## config.mk

```make
export PLATFORM = sky130hd
export DESIGN_NAME = bsac_front
export DESIGN_NICKNAME = d
export VERILOG_FILES = /design/src/rtl/banked_set_assoc_cache_lru_assert.svh /design/src/rtl/bsac_pkg.sv /design/src/rtl/bsac_front.sv
export SDC_FILE = /design/constraint.sdc
export NUM_CORES = 1
export LEC_CHECK = 0
export BUFFER_PORTS_ARGS = -buffer_cell sky130_fd_sc_hd__buf_2
export CELL_PAD_IN_SITES_DETAIL_PLACEMENT = 1
export CELL_PAD_IN_SITES_GLOBAL_PLACEMENT = 2
export CORE_MARGIN = 2
export CORE_UTILIZATION = 35
export CTS_BUF_LIST = sky130_fd_sc_hd__clkbuf_4 sky130_fd_sc_hd__clkbuf_8
export DETAILED_ROUTE_END_ITERATION = 6
export GPL_ROUTABILITY_DRIVEN = 0
export PLACE_DENSITY = 0.81
export SETUP_SLACK_MARGIN = 0.3
export SYNTH_ARGS = -nofsm -noshare
export SYNTH_HDL_FRONTEND = slang
export SYNTH_SLANG_ARGS = --single-unit
```

## constraint.sdc

```tcl
create_clock -name i_clk -period 12.7 [get_ports i_clk]
set_input_delay 1.905 -clock i_clk [delete_from_list [all_inputs] [get_ports i_clk]]
set_output_delay 1.905 -clock i_clk [all_outputs]
set_load 0.02 [all_outputs]
```

## src/rtl/banked_set_assoc_cache_lru_assert.svh

```systemverilog
// Assertion macros for the cache RTL.
`ifndef BANKED_SET_ASSOC_CACHE_LRU_ASSERT_SVH
`define BANKED_SET_ASSOC_CACHE_LRU_ASSERT_SVH

// Same-cycle implication, checked out of reset.
`define BSAC_ASSERT_IMP(label, clk, rst_n, ante, cons, msg) \
    label: assert property (@(posedge clk) disable iff (!rst_n) (ante) |-> (cons)) \
        else $error(msg);

// Next-cycle implication, checked out of reset.
`define BSAC_ASSERT_NXT(label, clk, rst_n, ante, cons, msg) \
    label: assert property (@(posedge clk) disable iff (!rst_n) (ante) |=> (cons)) \
        else $error(msg);

`endif

```

## src/rtl/bsac_pkg.sv

```systemverilog
`default_nettype none
package bsac_pkg;

    // Field and storage widths
    localparam int ADDR_W     = 64;
    localparam int TAG_W      = 62;
    localparam int STAMP_W    = 32;
    localparam int CNT_W      = 32;
    localparam int NUM_WAYS   = 8;
    localparam int WAY_W      = 3;
    localparam int WAYS_W     = 4;
    localparam int SET_W      = 6;
    localparam int ROW_AW     = 1 + SET_W;
    localparam int NUM_ROWS   = 1 << ROW_AW;
    localparam int IB_W       = 3;
    localparam int OB_W       = 5;
    localparam int CFG_IDX_W  = 2;
    localparam int CFG_DATA_W = 5;

    // Configuration register indexes
    localparam logic [CFG_IDX_W-1:0] CFG_INDEX_BITS  = 2'd0;
    localparam logic [CFG_IDX_W-1:0] CFG_OFFSET_BITS = 2'd1;
    localparam logic [CFG_IDX_W-1:0] CFG_WAYS_IN_USE = 2'd2;

    // Outcome codes
    localparam logic [1:0] OUT_HIT   = 2'd0;
    localparam logic [1:0] OUT_FILL  = 2'd1;
    localparam logic [1:0] OUT_EVICT = 2'd2;

    // Classified access handed from front to back
    typedef struct packed {
        logic              bank;
        logic [SET_W-1:0]  set;
        logic [TAG_W-1:0]  tag;
        logic [WAYS_W-1:0] ways;
    } t_item;

    // One way of a stored row
    typedef struct packed {
        logic [TAG_W-1:0]   tag;
        logic [STAMP_W-1:0] stamp;
    } t_way;

    // One set of one bank
    typedef struct packed {
        logic [NUM_WAYS-1:0] vld;
        t_way [NUM_WAYS-1:0] way;
    } t_row;

    // Result item
    typedef struct packed {
        logic [1:0]       outcome;
        logic [WAY_W-1:0] way_used;
        logic [CNT_W-1:0] hit_total;
        logic [CNT_W-1:0] miss_total;
        logic [CNT_W-1:0] eviction_total;
    } t_result;

    // Saturating increment for stamps and totals
    function automatic logic [CNT_W-1:0] sat_inc(input logic [CNT_W-1:0] v);
        return (&v) ? v : v + CNT_W'(1);
    endfunction

endpackage
`default_nettype wire

```

## src/rtl/bsac_front.sv

```systemverilog
`default_nettype none
module bsac_front (
    input  wire logic                             i_clk,
    input  wire logic                             i_rst_n,
    input  wire logic                             i_cfg_we,
    input  wire logic [bsac_pkg::CFG_IDX_W-1:0]   i_cfg_idx,
    input  wire logic [bsac_pkg::CFG_DATA_W-1:0]  i_cfg_data,
    input  wire logic                             i_push,
    input  wire logic [bsac_pkg::ADDR_W-1:0]      i_address,
    output logic                                  o_full,
    output logic                                  o_valid,
    output bsac_pkg::t_item                       o_item,
    input  wire logic                             i_pop
);

    // Configuration registers
    logic [bsac_pkg::IB_W-1:0]   r_index_bits;
    logic [bsac_pkg::OB_W-1:0]   r_offset_bits;
    logic [bsac_pkg::WAYS_W-1:0] r_ways_in_use;

    always_ff @(posedge i_clk) begin
        if (!i_rst_n) begin
            r_index_bits  <= bsac_pkg::IB_W'(1);
            r_offset_bits <= bsac_pkg::OB_W'(1);
            r_ways_in_use <= bsac_pkg::WAYS_W'(1);
        end else if (i_cfg_we) begin
            case (i_cfg_idx)
                bsac_pkg::CFG_INDEX_BITS:  r_index_bits  <= i_cfg_data[bsac_pkg::IB_W-1:0];
                bsac_pkg::CFG_OFFSET_BITS: r_offset_bits <= i_cfg_data[bsac_pkg::OB_W-1:0];
                bsac_pkg::CFG_WAYS_IN_USE: r_ways_in_use <= i_cfg_data[bsac_pkg::WAYS_W-1:0];
                default: ;
            endcase
        end
    end

    // Address split: bank, set index and tag
    logic [bsac_pkg::ADDR_W-1:0] w_set_sh;
    logic [bsac_pkg::ADDR_W-1:0] w_tag_sh;
    logic [bsac_pkg::SET_W-1:0]  w_mask;
    logic [bsac_pkg::SET_W-1:0]  w_tag_shamt;
    bsac_pkg::t_item             n_item;

    always_comb begin
        w_set_sh    = i_address >> r_offset_bits;
        // index widths of SET_W and above wrap to an all-ones mask
        w_mask      = (bsac_pkg::SET_W'(1) << r_index_bits) - bsac_pkg::SET_W'(1);
        w_tag_shamt = bsac_pkg::SET_W'(r_index_bits) + bsac_pkg::SET_W'(r_offset_bits);
        w_tag_sh    = i_address >> w_tag_shamt;
        n_item.bank = i_address[0];
        n_item.set  = w_set_sh[bsac_pkg::SET_W-1:0] & w_mask;
        n_item.tag  = w_tag_sh[bsac_pkg::TAG_W-1:0];
        // clamp associativity to 1..NUM_WAYS
        if (r_ways_in_use == '0) begin
            n_item.ways = bsac_pkg::WAYS_W'(1);
        end else if (r_ways_in_use > bsac_pkg::WAYS_W'(bsac_pkg::NUM_WAYS)) begin
            n_item.ways = bsac_pkg::WAYS_W'(bsac_pkg::NUM_WAYS);
        end else begin
            n_item.ways = r_ways_in_use;
        end
    end

    // Two-entry queue towards the back end
    bsac_pkg::t_item r_q [2];
    logic            r_wp;
    logic            r_rp;
    logic [1:0]      r_cnt;
    logic            w_wr;
    logic            w_rd;

    assign o_full  = (r_cnt == 2'd2);
    assign o_valid = (r_cnt != 2'd0);
    assign o_item  = r_q[r_rp];
    assign w_wr    = i_push && !o_full;
    assign w_rd    = i_pop && o_valid;

    always_ff @(posedge i_clk) begin
        if (w_wr) begin
            r_q[r_wp] <= n_item;
        end
    end

    always_ff @(posedge i_clk) begin
        if (!i_rst_n) begin
            r_wp  <= 1'b0;
            r_rp  <= 1'b0;
            r_cnt <= 2'd0;
        end else begin
            if (w_wr) begin
                r_wp <= ~r_wp;
            end
            if (w_rd) begin
                r_rp <= ~r_rp;
            end
            r_cnt <= r_cnt + 2'(w_wr) - 2'(w_rd);
        end
    end

endmodule
`default_nettype wire

```

# [Yosys cells after proc, flatten, opt, wreduce, memory -nomap -nowiden]
# Memory sizes are Yosys's and may differ from the RTL's. A register that Yosys moved wholly into a read port is not among the register bits.
# Index checks and enable logic that the tools add are counted.
[word_totals] reg_bits=16 latchBits=0 ramBits=146 rom_bits=0 in_bits=76 output_inout_bits=75 word_cells=36 memories=1
[classes] addsub=4 mul=0 n_div=0 n_lt_le_gt_ge=1 n_eq_ne=3 shifts=3 n_mux=6 bitwise=3 reduce_logical=9
[memory_table] name="r_q" depth=2 width=73 rd=1 rd_clocked_by_memory_dff=1 wr=1 line="bsac_front.sv:63" rtl="bsac_pkg::t_item r_q [2];"
[op_table] cell=">> shifter 64 x 5 -> 6 bit" n=1
[op_table] cell=">> shifter 64 x 6 -> 62 bit" n=1
[op_table] cell="2-to-1 mux 4 bit" n=2
[op_table] cell="adder 3 x 5 -> 6 bit" n=1
[op_table] cell="bitwise AND 6 bit" n=1
[op_table] cell="AND reduction 2 bit" n=3
[op_table] cell="<< shifter 1 x 3 -> 6 bit (first input constant)" n=1
[op_table] cell="subtractor 6 x 2 -> 6 bit (second input constant)" n=1
[op_table] cell="equality test 2 bit (second input constant)" n=2
[op_table] cell="greater-than comparator 4 bit (second input constant)" n=1
[op_table] cell="logical NOT 4 bit" n=1
[op_table] cell="2-to-1 mux 1 bit" n=4
[op_table] cell="adder 2 x 1 -> 2 bit" n=1
[op_table] cell="equality test 2 x 1 -> 1 bit (second input constant)" n=1
[op_table] cell="logical AND 1 bit" n=2
[op_table] cell="logical NOT 2 bit" n=1
[op_table] cell="inverter 1 bit" n=2
[op_table] cell="nonzero test 2 bit" n=1
[op_table] cell="subtractor 2 x 1 -> 2 bit" n=1
[op_table] cell="logical NOT 1 bit" n=1

# [Depth between registers and ports, before layout]
# Gate-level depths: netlist (run 1).
[logic_depth] ltp_word=5 ltp_mapped=11 mapped_depth_nobuf=8

# [Least setup slack after synthesis (run 1)]
# Ideal clock, no wire load.
[synth_path] path_type="input to register" from="in i_push" to="mem r_q[0][0] (netlist bit) (enable)" t_arrival_ns=5.055 setup_slack_ns=7.140 stages=2 n_path_buf=0 path_cell_list="nand2_1 -> nor2_1"
[synth_via] elab_chain_len=3
[synth_lines] item="start: declaration" line="bsac_front.sv:8" rtl="input wire logic i_push,"
[synth_lines] item="logical AND 1 bit" line="bsac_front.sv:73" rtl="assign w_wr = i_push && !o_full;"
[synth_lines] item="2-to-1 mux 1 bit" line="bsac_front.sv:77" rtl="if (w_wr) begin"
[synth_lines] item="2-to-1 mux 1 bit (not written as such)" line="bsac_front.sv:78" rtl="r_q[r_wp] <= n_item;"
[synth_lines] item="end: declaration" line="bsac_front.sv:63"
# No other way between the ends.

==> flow_metrics.tcl, run 1 <==
set metrics [dict create \
    outcome "complete, no violations" \
    tritoncts "yes" \
    grtUsageTotal_pct 20.5 \
    yosysWarnings 0 \
    syn-num-nets 1034 \
    timing.fmax_mhz 221 \
    drt_first_pass_iters 5 \
    fillers 3443 \
    setup_viol 0 \
    synth_edf_count 146 \
    period_share_pct 35.6 \
    finalHoldViolCount 0 \
    ant_nets 0 \
    port_buffers 150 \
    clk_latency_ns 0.46 \
    setup_tns_ns 0 \
    period_minus_slack_ns 4.52 \
    grt_max_degree 74 \
    drive_gt1_share_pct 34.1 \
    grt_setup_unrepaired "false" \
    final_max_slew_viol_count 0 \
    drt_iter0_drc 802 \
    dp_hpwl_mm 25.8 \
    gr-usage-met3_pct 2.82 \
    critPathArrivalTime_ns 4.75 \
    totalWireLength_mm 34.2 \
    antenna_found_initial 0 \
    hold_path_class "reg -> reg" \
    min_from "r_ways_in_use[0]$_SDFFE_PN1P_" \
    fin_skew_ns 0.0158 \
    power.density_nw_per_um2 150 \
    path_max_fanout 48 \
    r2r-start "r_offset_bits[1]$_SDFFE_PN0P_" \
    power_w 0.00189 \
    place_ws_ns 8.24 \
    cts_inserted_buffers 17 \
    clk_pin_slew_ns 0.09 \
    fp-row-count 65 \
    crit_path_start_kind "register" \
    ir_drop_mv 0.0749 \
    postCtsSetupBuffers 0 \
    post_dp_cell_area_sq_um 12300 \
    grt_pass1_vias 8604 \
    avgViaCountPerCell 5.65 \
    ys_ff_latch 163 \
    crit_type "reg -> reg" \
    max_cap_viol_count 0 \
    dieArea_sq_um 33500 \
    fin_area_sq_um 12600 \
    antenna_cells 0 \
    grt.busiest_layer "met2" \
    netlist_instances 951 \
    cts.sinks 163 \
    cts-root-buf "clkbuf_8" \
    cp-end-kind "register" \
    die_height_um 183 \
    core_sq_um 31600 \
    ys.flop_type "edfxtp_1" \
    ys_seq_area_share_pct 42.1 \
    leakage_nw 4.66 \
    ctsResizeCount 0 \
    drc 0 \
    final_nets 1143 \
    cts.htree.levels 4 \
    area_growth_pct 12.7 \
    clockBufferDepth 2 \
    cp.required_ns 12.92 \
    grt-ovfl-total 0 \
    gr-usage-met1_pct 29.9 \
    synth_area_per_cell_sq_um 11.8 \
    vias 8331 \
    die_w_um 183 \
    relSlewSlack_pct 28.6 \
    met2_usage_pct 32.0 \
    synth-async-reset-ratio_pct 0 \
    synth.distinct_cells 57 \
    synth_area_sq_um 11200 \
    ioPinCount 151 \
    holdBufCountCts 0 \
    setup_slack_ns 8.18 \
    wl_per_cell_um 23.2 \
    grt_pass1_wl_mm 52.4 \
    worst_pin_slew_ns 1.07 \
    crit_start "r_offset_bits[1]$_SDFFE_PN0P_" \
    initial_core_util_pct 35.5 \
]
==> stage by stage <==
| stage | instances | hold slack, ns | utilization (%) |
|---|---|---|---|
| finish | 1475 | 0.505 | 40.1 |
| global route | 1475 | 0.520 | 40.1 |
| CTS | 1475 | 0.509 | 40.1 |
| detailed placement | 1443 | 0.479 | 38.9 |
| global placement | 1443 | 0.471 | 38.9 |
| floorplan | 951 | 0.445 | - |
==> placed cells by master (no fill, tap or decap), drive strengths merged, types with 6 or more instances in the layout <==
cell / count
mux2i: 198
buf: 165
edfxtp: 146
mux2: 119
nand2: 78
nor2: 50
a21oi: 38
mux4: 34
o21ai: 29
nand3: 20
clkbuf: 17
dfxtp: 17
nor2b: 16
inv: 12
o211ai: 11
nor3: 11
and2: 10
and3: 9
o22ai: 7
a211oi: 6
a32oi: 6
ha: 6
clkinv: 6
==> worst max-delay path, cell delays in order (launching register included) <==
cell	delay (ns)
dfxtp_2	1.04
fa_2	0.63
buf_4	0.33
inv_2	0.72
mux2i_1	0.54
mux2i_1	0.30
nor3_1	0.22
a21oi_1	0.09
o21ai_0	0.38
==> synthesized netlist by cell type, types with 3 or more instances <==
| cell type | count | area share (%) |
|---|---|---|
| nor2_1 | 50 | 1.7 |
| a21oi_1 | 38 | 1.7 |
| a211o_1 | 5 | 0.39 |
| dfxtp_1 | 17 | 3.0 |
| mux2_2 | 119 | 12 |
| nand2b_1 | 3 | 0.17 |
| a32oi_1 | 6 | 0.47 |
| a21o_1 | 3 | 0.20 |
| mux4_2 | 34 | 6.8 |
| nand2_1 | 77 | 2.6 |
| buf_1 | 4 | 0.13 |
| o211ai_1 | 11 | 0.74 |
| buf_6 | 4 | 0.40 |
| o221ai_1 | 3 | 0.23 |
| nor3_1 | 11 | 0.49 |
| a22oi_1 | 5 | 0.33 |
| o21ai_0 | 28 | 1.2 |
| o21a_1 | 4 | 0.27 |
| buf_4 | 10 | 0.67 |
| nand3_1 | 20 | 0.89 |
| or3_1 | 3 | 0.17 |
| nand3b_1 | 3 | 0.20 |
| buf_2 | 23 | 1.0 |
| clkbuf_1 | 34 | 1.1 |
| ha_1 | 6 | 0.67 |
| and2_1 | 10 | 0.56 |
| inv_1 | 3 | 0.10 |
| nor2b_1 | 16 | 0.89 |
| mux2i_1 | 198 | 18 |
| edfxtp_1 | 146 | 39 |
| a211oi_1 | 6 | 0.40 |
| o22ai_1 | 6 | 0.33 |
| xnor2_1 | 3 | 0.23 |
| and3_1 | 9 | 0.50 |
| a221o_1 | 3 | 0.27 |
==> power breakdown <==
group	total (W)	internal [W]	switching, W	leakage, nW
sequential	0.000727	0.000702	0.0000246	1.51
combinational	0.000810	0.000306	0.000504	2.97
clock	0.000355	0.000144	0.000211	0.185
==> flip-flops by register name, summed over array words and instances, names as in the netlist, named ones only <==
signal / cells
r_index_bits: 3
r_ways_in_use: 4
r_q: 146
r_cnt: 2
r_wp: 1
r_rp: 1
r_offset_bits: 5
==> layer usage <==
metal  routed length (um)  part of all wire, %  vias to the layer above
li1                     -                    -                     3859
met1                16000                   47                     4171
met2                15500                   45                      267
met3                 2070                  6.1                       34
met4                  601                  1.8                        0
met5                    0                    0                        -
==> final timing paths <==
check                                       end  slack [ns]  cells past startpoint
setup / recovery           r_q[0][28]$_DFFE_PP_        8.18                      8
hold / removal    r_ways_in_use[0]$_SDFFE_PN1P_        0.50                      2
setup reg to reg           r_q[0][28]$_DFFE_PP_        8.18                      8
hold reg to reg   r_ways_in_use[0]$_SDFFE_PN1P_        0.50                      2
==> cell families (layout without fill, tap and decap cells) <==
logic type,Yosys count,after routing,synth area share [%]
buf+inv,80,202,3.54
flops,163,163,42.1
xor+xnor,6,6,0.536
simple gates,208,208,8.48
fa+ha+maj,7,7,0.848
compound gates,136,136,8.02
mux,351,351,36.4
==> cell type report <==
type | count | area [sq um] | share of cell area [%]
Timing Repair Buffer | 165 | 863 | 6.83
Tap cell | 402 | 503 | 3.98
Clock buffer | 17 | 234 | 1.85
Inverter | 5 | 18.8 | 0.148
Multi-Input combinational cell | 708 | 6150 | 48.7
Clock inverter | 15 | 144 | 1.14
Sequential cell | 163 | 4730 | 37.4
Power figures use the tool's default switching activity.
==> inputs of run 2 (changes only) <==
PLACE_DENSITY = 0.84   (was 0.81)
clock period = 3.98 ns   (was 12.7 ns; I/O delays follow)
==> run 2 against run 1 <==
Compared with the run above: register-to-register slack worse by 7.7 ns; largest power group unchanged; worst setup slack worse by 7.7 ns; largest cell class unchanged; cell count is 1.1% higher; critical path depth is 1 higher; clock skew is 0.0076 ns higher; non-clock buffer count is 18 higher; maximum frequency is 27% higher; routed wire length is 1.5% higher; critical path type unchanged; global-route usage is 0.23 points higher.
==> flow_metrics.tcl, run 2 (same netlist as run 1, synthesis figures left out) <==
set metrics [dict create \
    outcome "complete, no violations" \
    hold_path_class "in -> reg" \
    setup_slack_ns 0.431 \
    drt_first_pass_iters 7 \
    cts-root-buf "clkbuf_8" \
    cp_top_family "compound AO/OA/AOI/OAI gates" \
    slowest_stage "a222oi_1" \
    die_height_um 183 \
    ioPinCount 151 \
    grt_max_degree 63 \
    totalWireLength_mm 34.7 \
    clockBufferDepth 2 \
    dieArea_sq_um 33500 \
    power_w 0.00603 \
    ant_nets 0 \
    grt_pass1_wl_mm 53.0 \
    fin_skew_ns 0.0234 \
    core_sq_um 31600 \
    period_share_pct 89.2 \
    dp_hpwl_mm 26.9 \
    grt-ovfl-total 0 \
    worst_pin_slew_ns 0.944 \
    largest_register_ffs 146 \
    holdBufCountCts 0 \
    post_dp_cell_area_sq_um 12400 \
    final_common_cell "mux2i_1" \
    initial_core_util_pct 35.5 \
    crit_buf_inv 1 \
    top_register "r_q" \
    period_minus_slack_ns 3.55 \
    critPathArrivalTime_ns 3.73 \
    port_buffers 150 \
    cts.sinks 163 \
    power.density_nw_per_um2 472 \
    top_regs "r_q: 146 flops, r_offset_bits: 5 flops, r_ways_in_use: 4 flops" \
    grtUsageTotal_pct 20.7 \
    setup_tns_ns 0 \
    fp-row-count 65 \
    avgViaCountPerCell 5.69 \
    die_w_um 183 \
    antenna_found_initial 0 \
    cp-end-kind "register" \
    crit_path_start_kind "register" \
    ir_drop_mv 0.189 \
    clk_latency_ns 0.47 \
    timing.fmax_mhz 282 \
    tritoncts "yes" \
    ctsResizeCount 0 \
    cpMostUsedCell "mux2i_1" \
    place_ws_ns 0.487 \
    max_cap_viol_count 0 \
    utilization_pct 40.5 \
    cp.required_ns 4.16 \
    relSlewSlack_pct 36.9 \
    fin_area_sq_um 12800 \
    crit_type "reg -> reg" \
    clk_pin_slew_ns 0.09 \
    cts.htree.levels 4 \
    grt_setup_unrepaired "false" \
    leakage_nw 4.74 \
    setup_viol 0 \
    final_max_slew_viol_count 0 \
    path_cells "ha_4 -> fa_2 -> xor2_4 -> buf_4 -> mux2i_1 -> mux2i_1 -> and2_1 -> a221o_1 -> a222oi_1" \
    antenna_cells 0 \
    layout_common_cells "mux2i_1, buf_2, edfxtp_1" \
    drive_gt1_share_pct 35.3 \
    final_nets 1161 \
    area_growth_pct 14.0 \
    drc 0 \
    grt_pass1_vias 8617 \
    postCtsSetupBuffers 0 \
    vias 8490 \
    finalHoldViolCount 0 \
    cts_inserted_buffers 17 \
    drt_iter0_drc 788 \
    path_max_fanout 10 \
    slowest_delay_ns 0.49 \
    wl_per_cell_um 23.3 \
]
run 2: worst register-to-register path, delay by kind of cell (launching register included):
| family | cells | cell delay, ns |
|---|---|---|
| DFF | 1 | 0.41 |
| xor gates and xnor gates | 1 | 0.42 |
| AOI/OAI and AO/OA | 2 | 0.77 |
| adders and majority gates | 2 | 0.66 |
| buffers and inverters | 1 | 0.28 |
| muxes | 2 | 0.49 |
| and+or+nand+nor | 1 | 0.23 |
run 2: final cells by class:
type                       instances  area [sq um]
clock buffer                      18           241
multi-input combinational        708          6150
clock inverter                    12           100
timing repair buffer             183          1040
sequential                       163          4730
tap                              402           503
inverter                           5          18.8
fill                            3454         18800
run 2: final timing paths:
check,start,endpoint,slack [ns],depth (start not counted)
min reg2reg,r_ways_in_use[0]$_SDFFE_PN1P_,r_ways_in_use[0]$_SDFFE_PN1P_,0.50,2
max reg2reg,r_index_bits[0]$_SDFFE_PN1P_,r_q[0][13]$_DFFE_PP_,0.43,9
min,i_address[0],r_q[0][72]$_DFFE_PP_,0.38,1
max,r_index_bits[0]$_SDFFE_PN1P_,r_q[0][13]$_DFFE_PP_,0.43,9
run 2: stage by stage:
stage	hold slack (ns)	cells
after CTS	0.339	1491
after floorplan	0.445	951
after global routing	0.351	1491
final	0.376	1491
after detailed placement	0.479	1461
after global placement	0.466	1461
run 2: layer usage:
| layer | vias to the layer above | part of all wire (%) | GRT usage, % |
|---|---|---|---|
| li1 | 3899 | - | - |
| met4 | 0 | 1.8 | 5.76 |
| met5 | - | 0 | 0 |
| met2 | 290 | 45 | 32.1 |
| met1 | 4264 | 48 | 30.6 |
| met3 | 37 | 4.7 | 2.56 |
run 2: where the power goes:
part / internal, W / switching (W)
combinational: 0.00101 / 0.00162
clock: 0.000445 / 0.000639
sequential: 0.00224 / 0.0000846
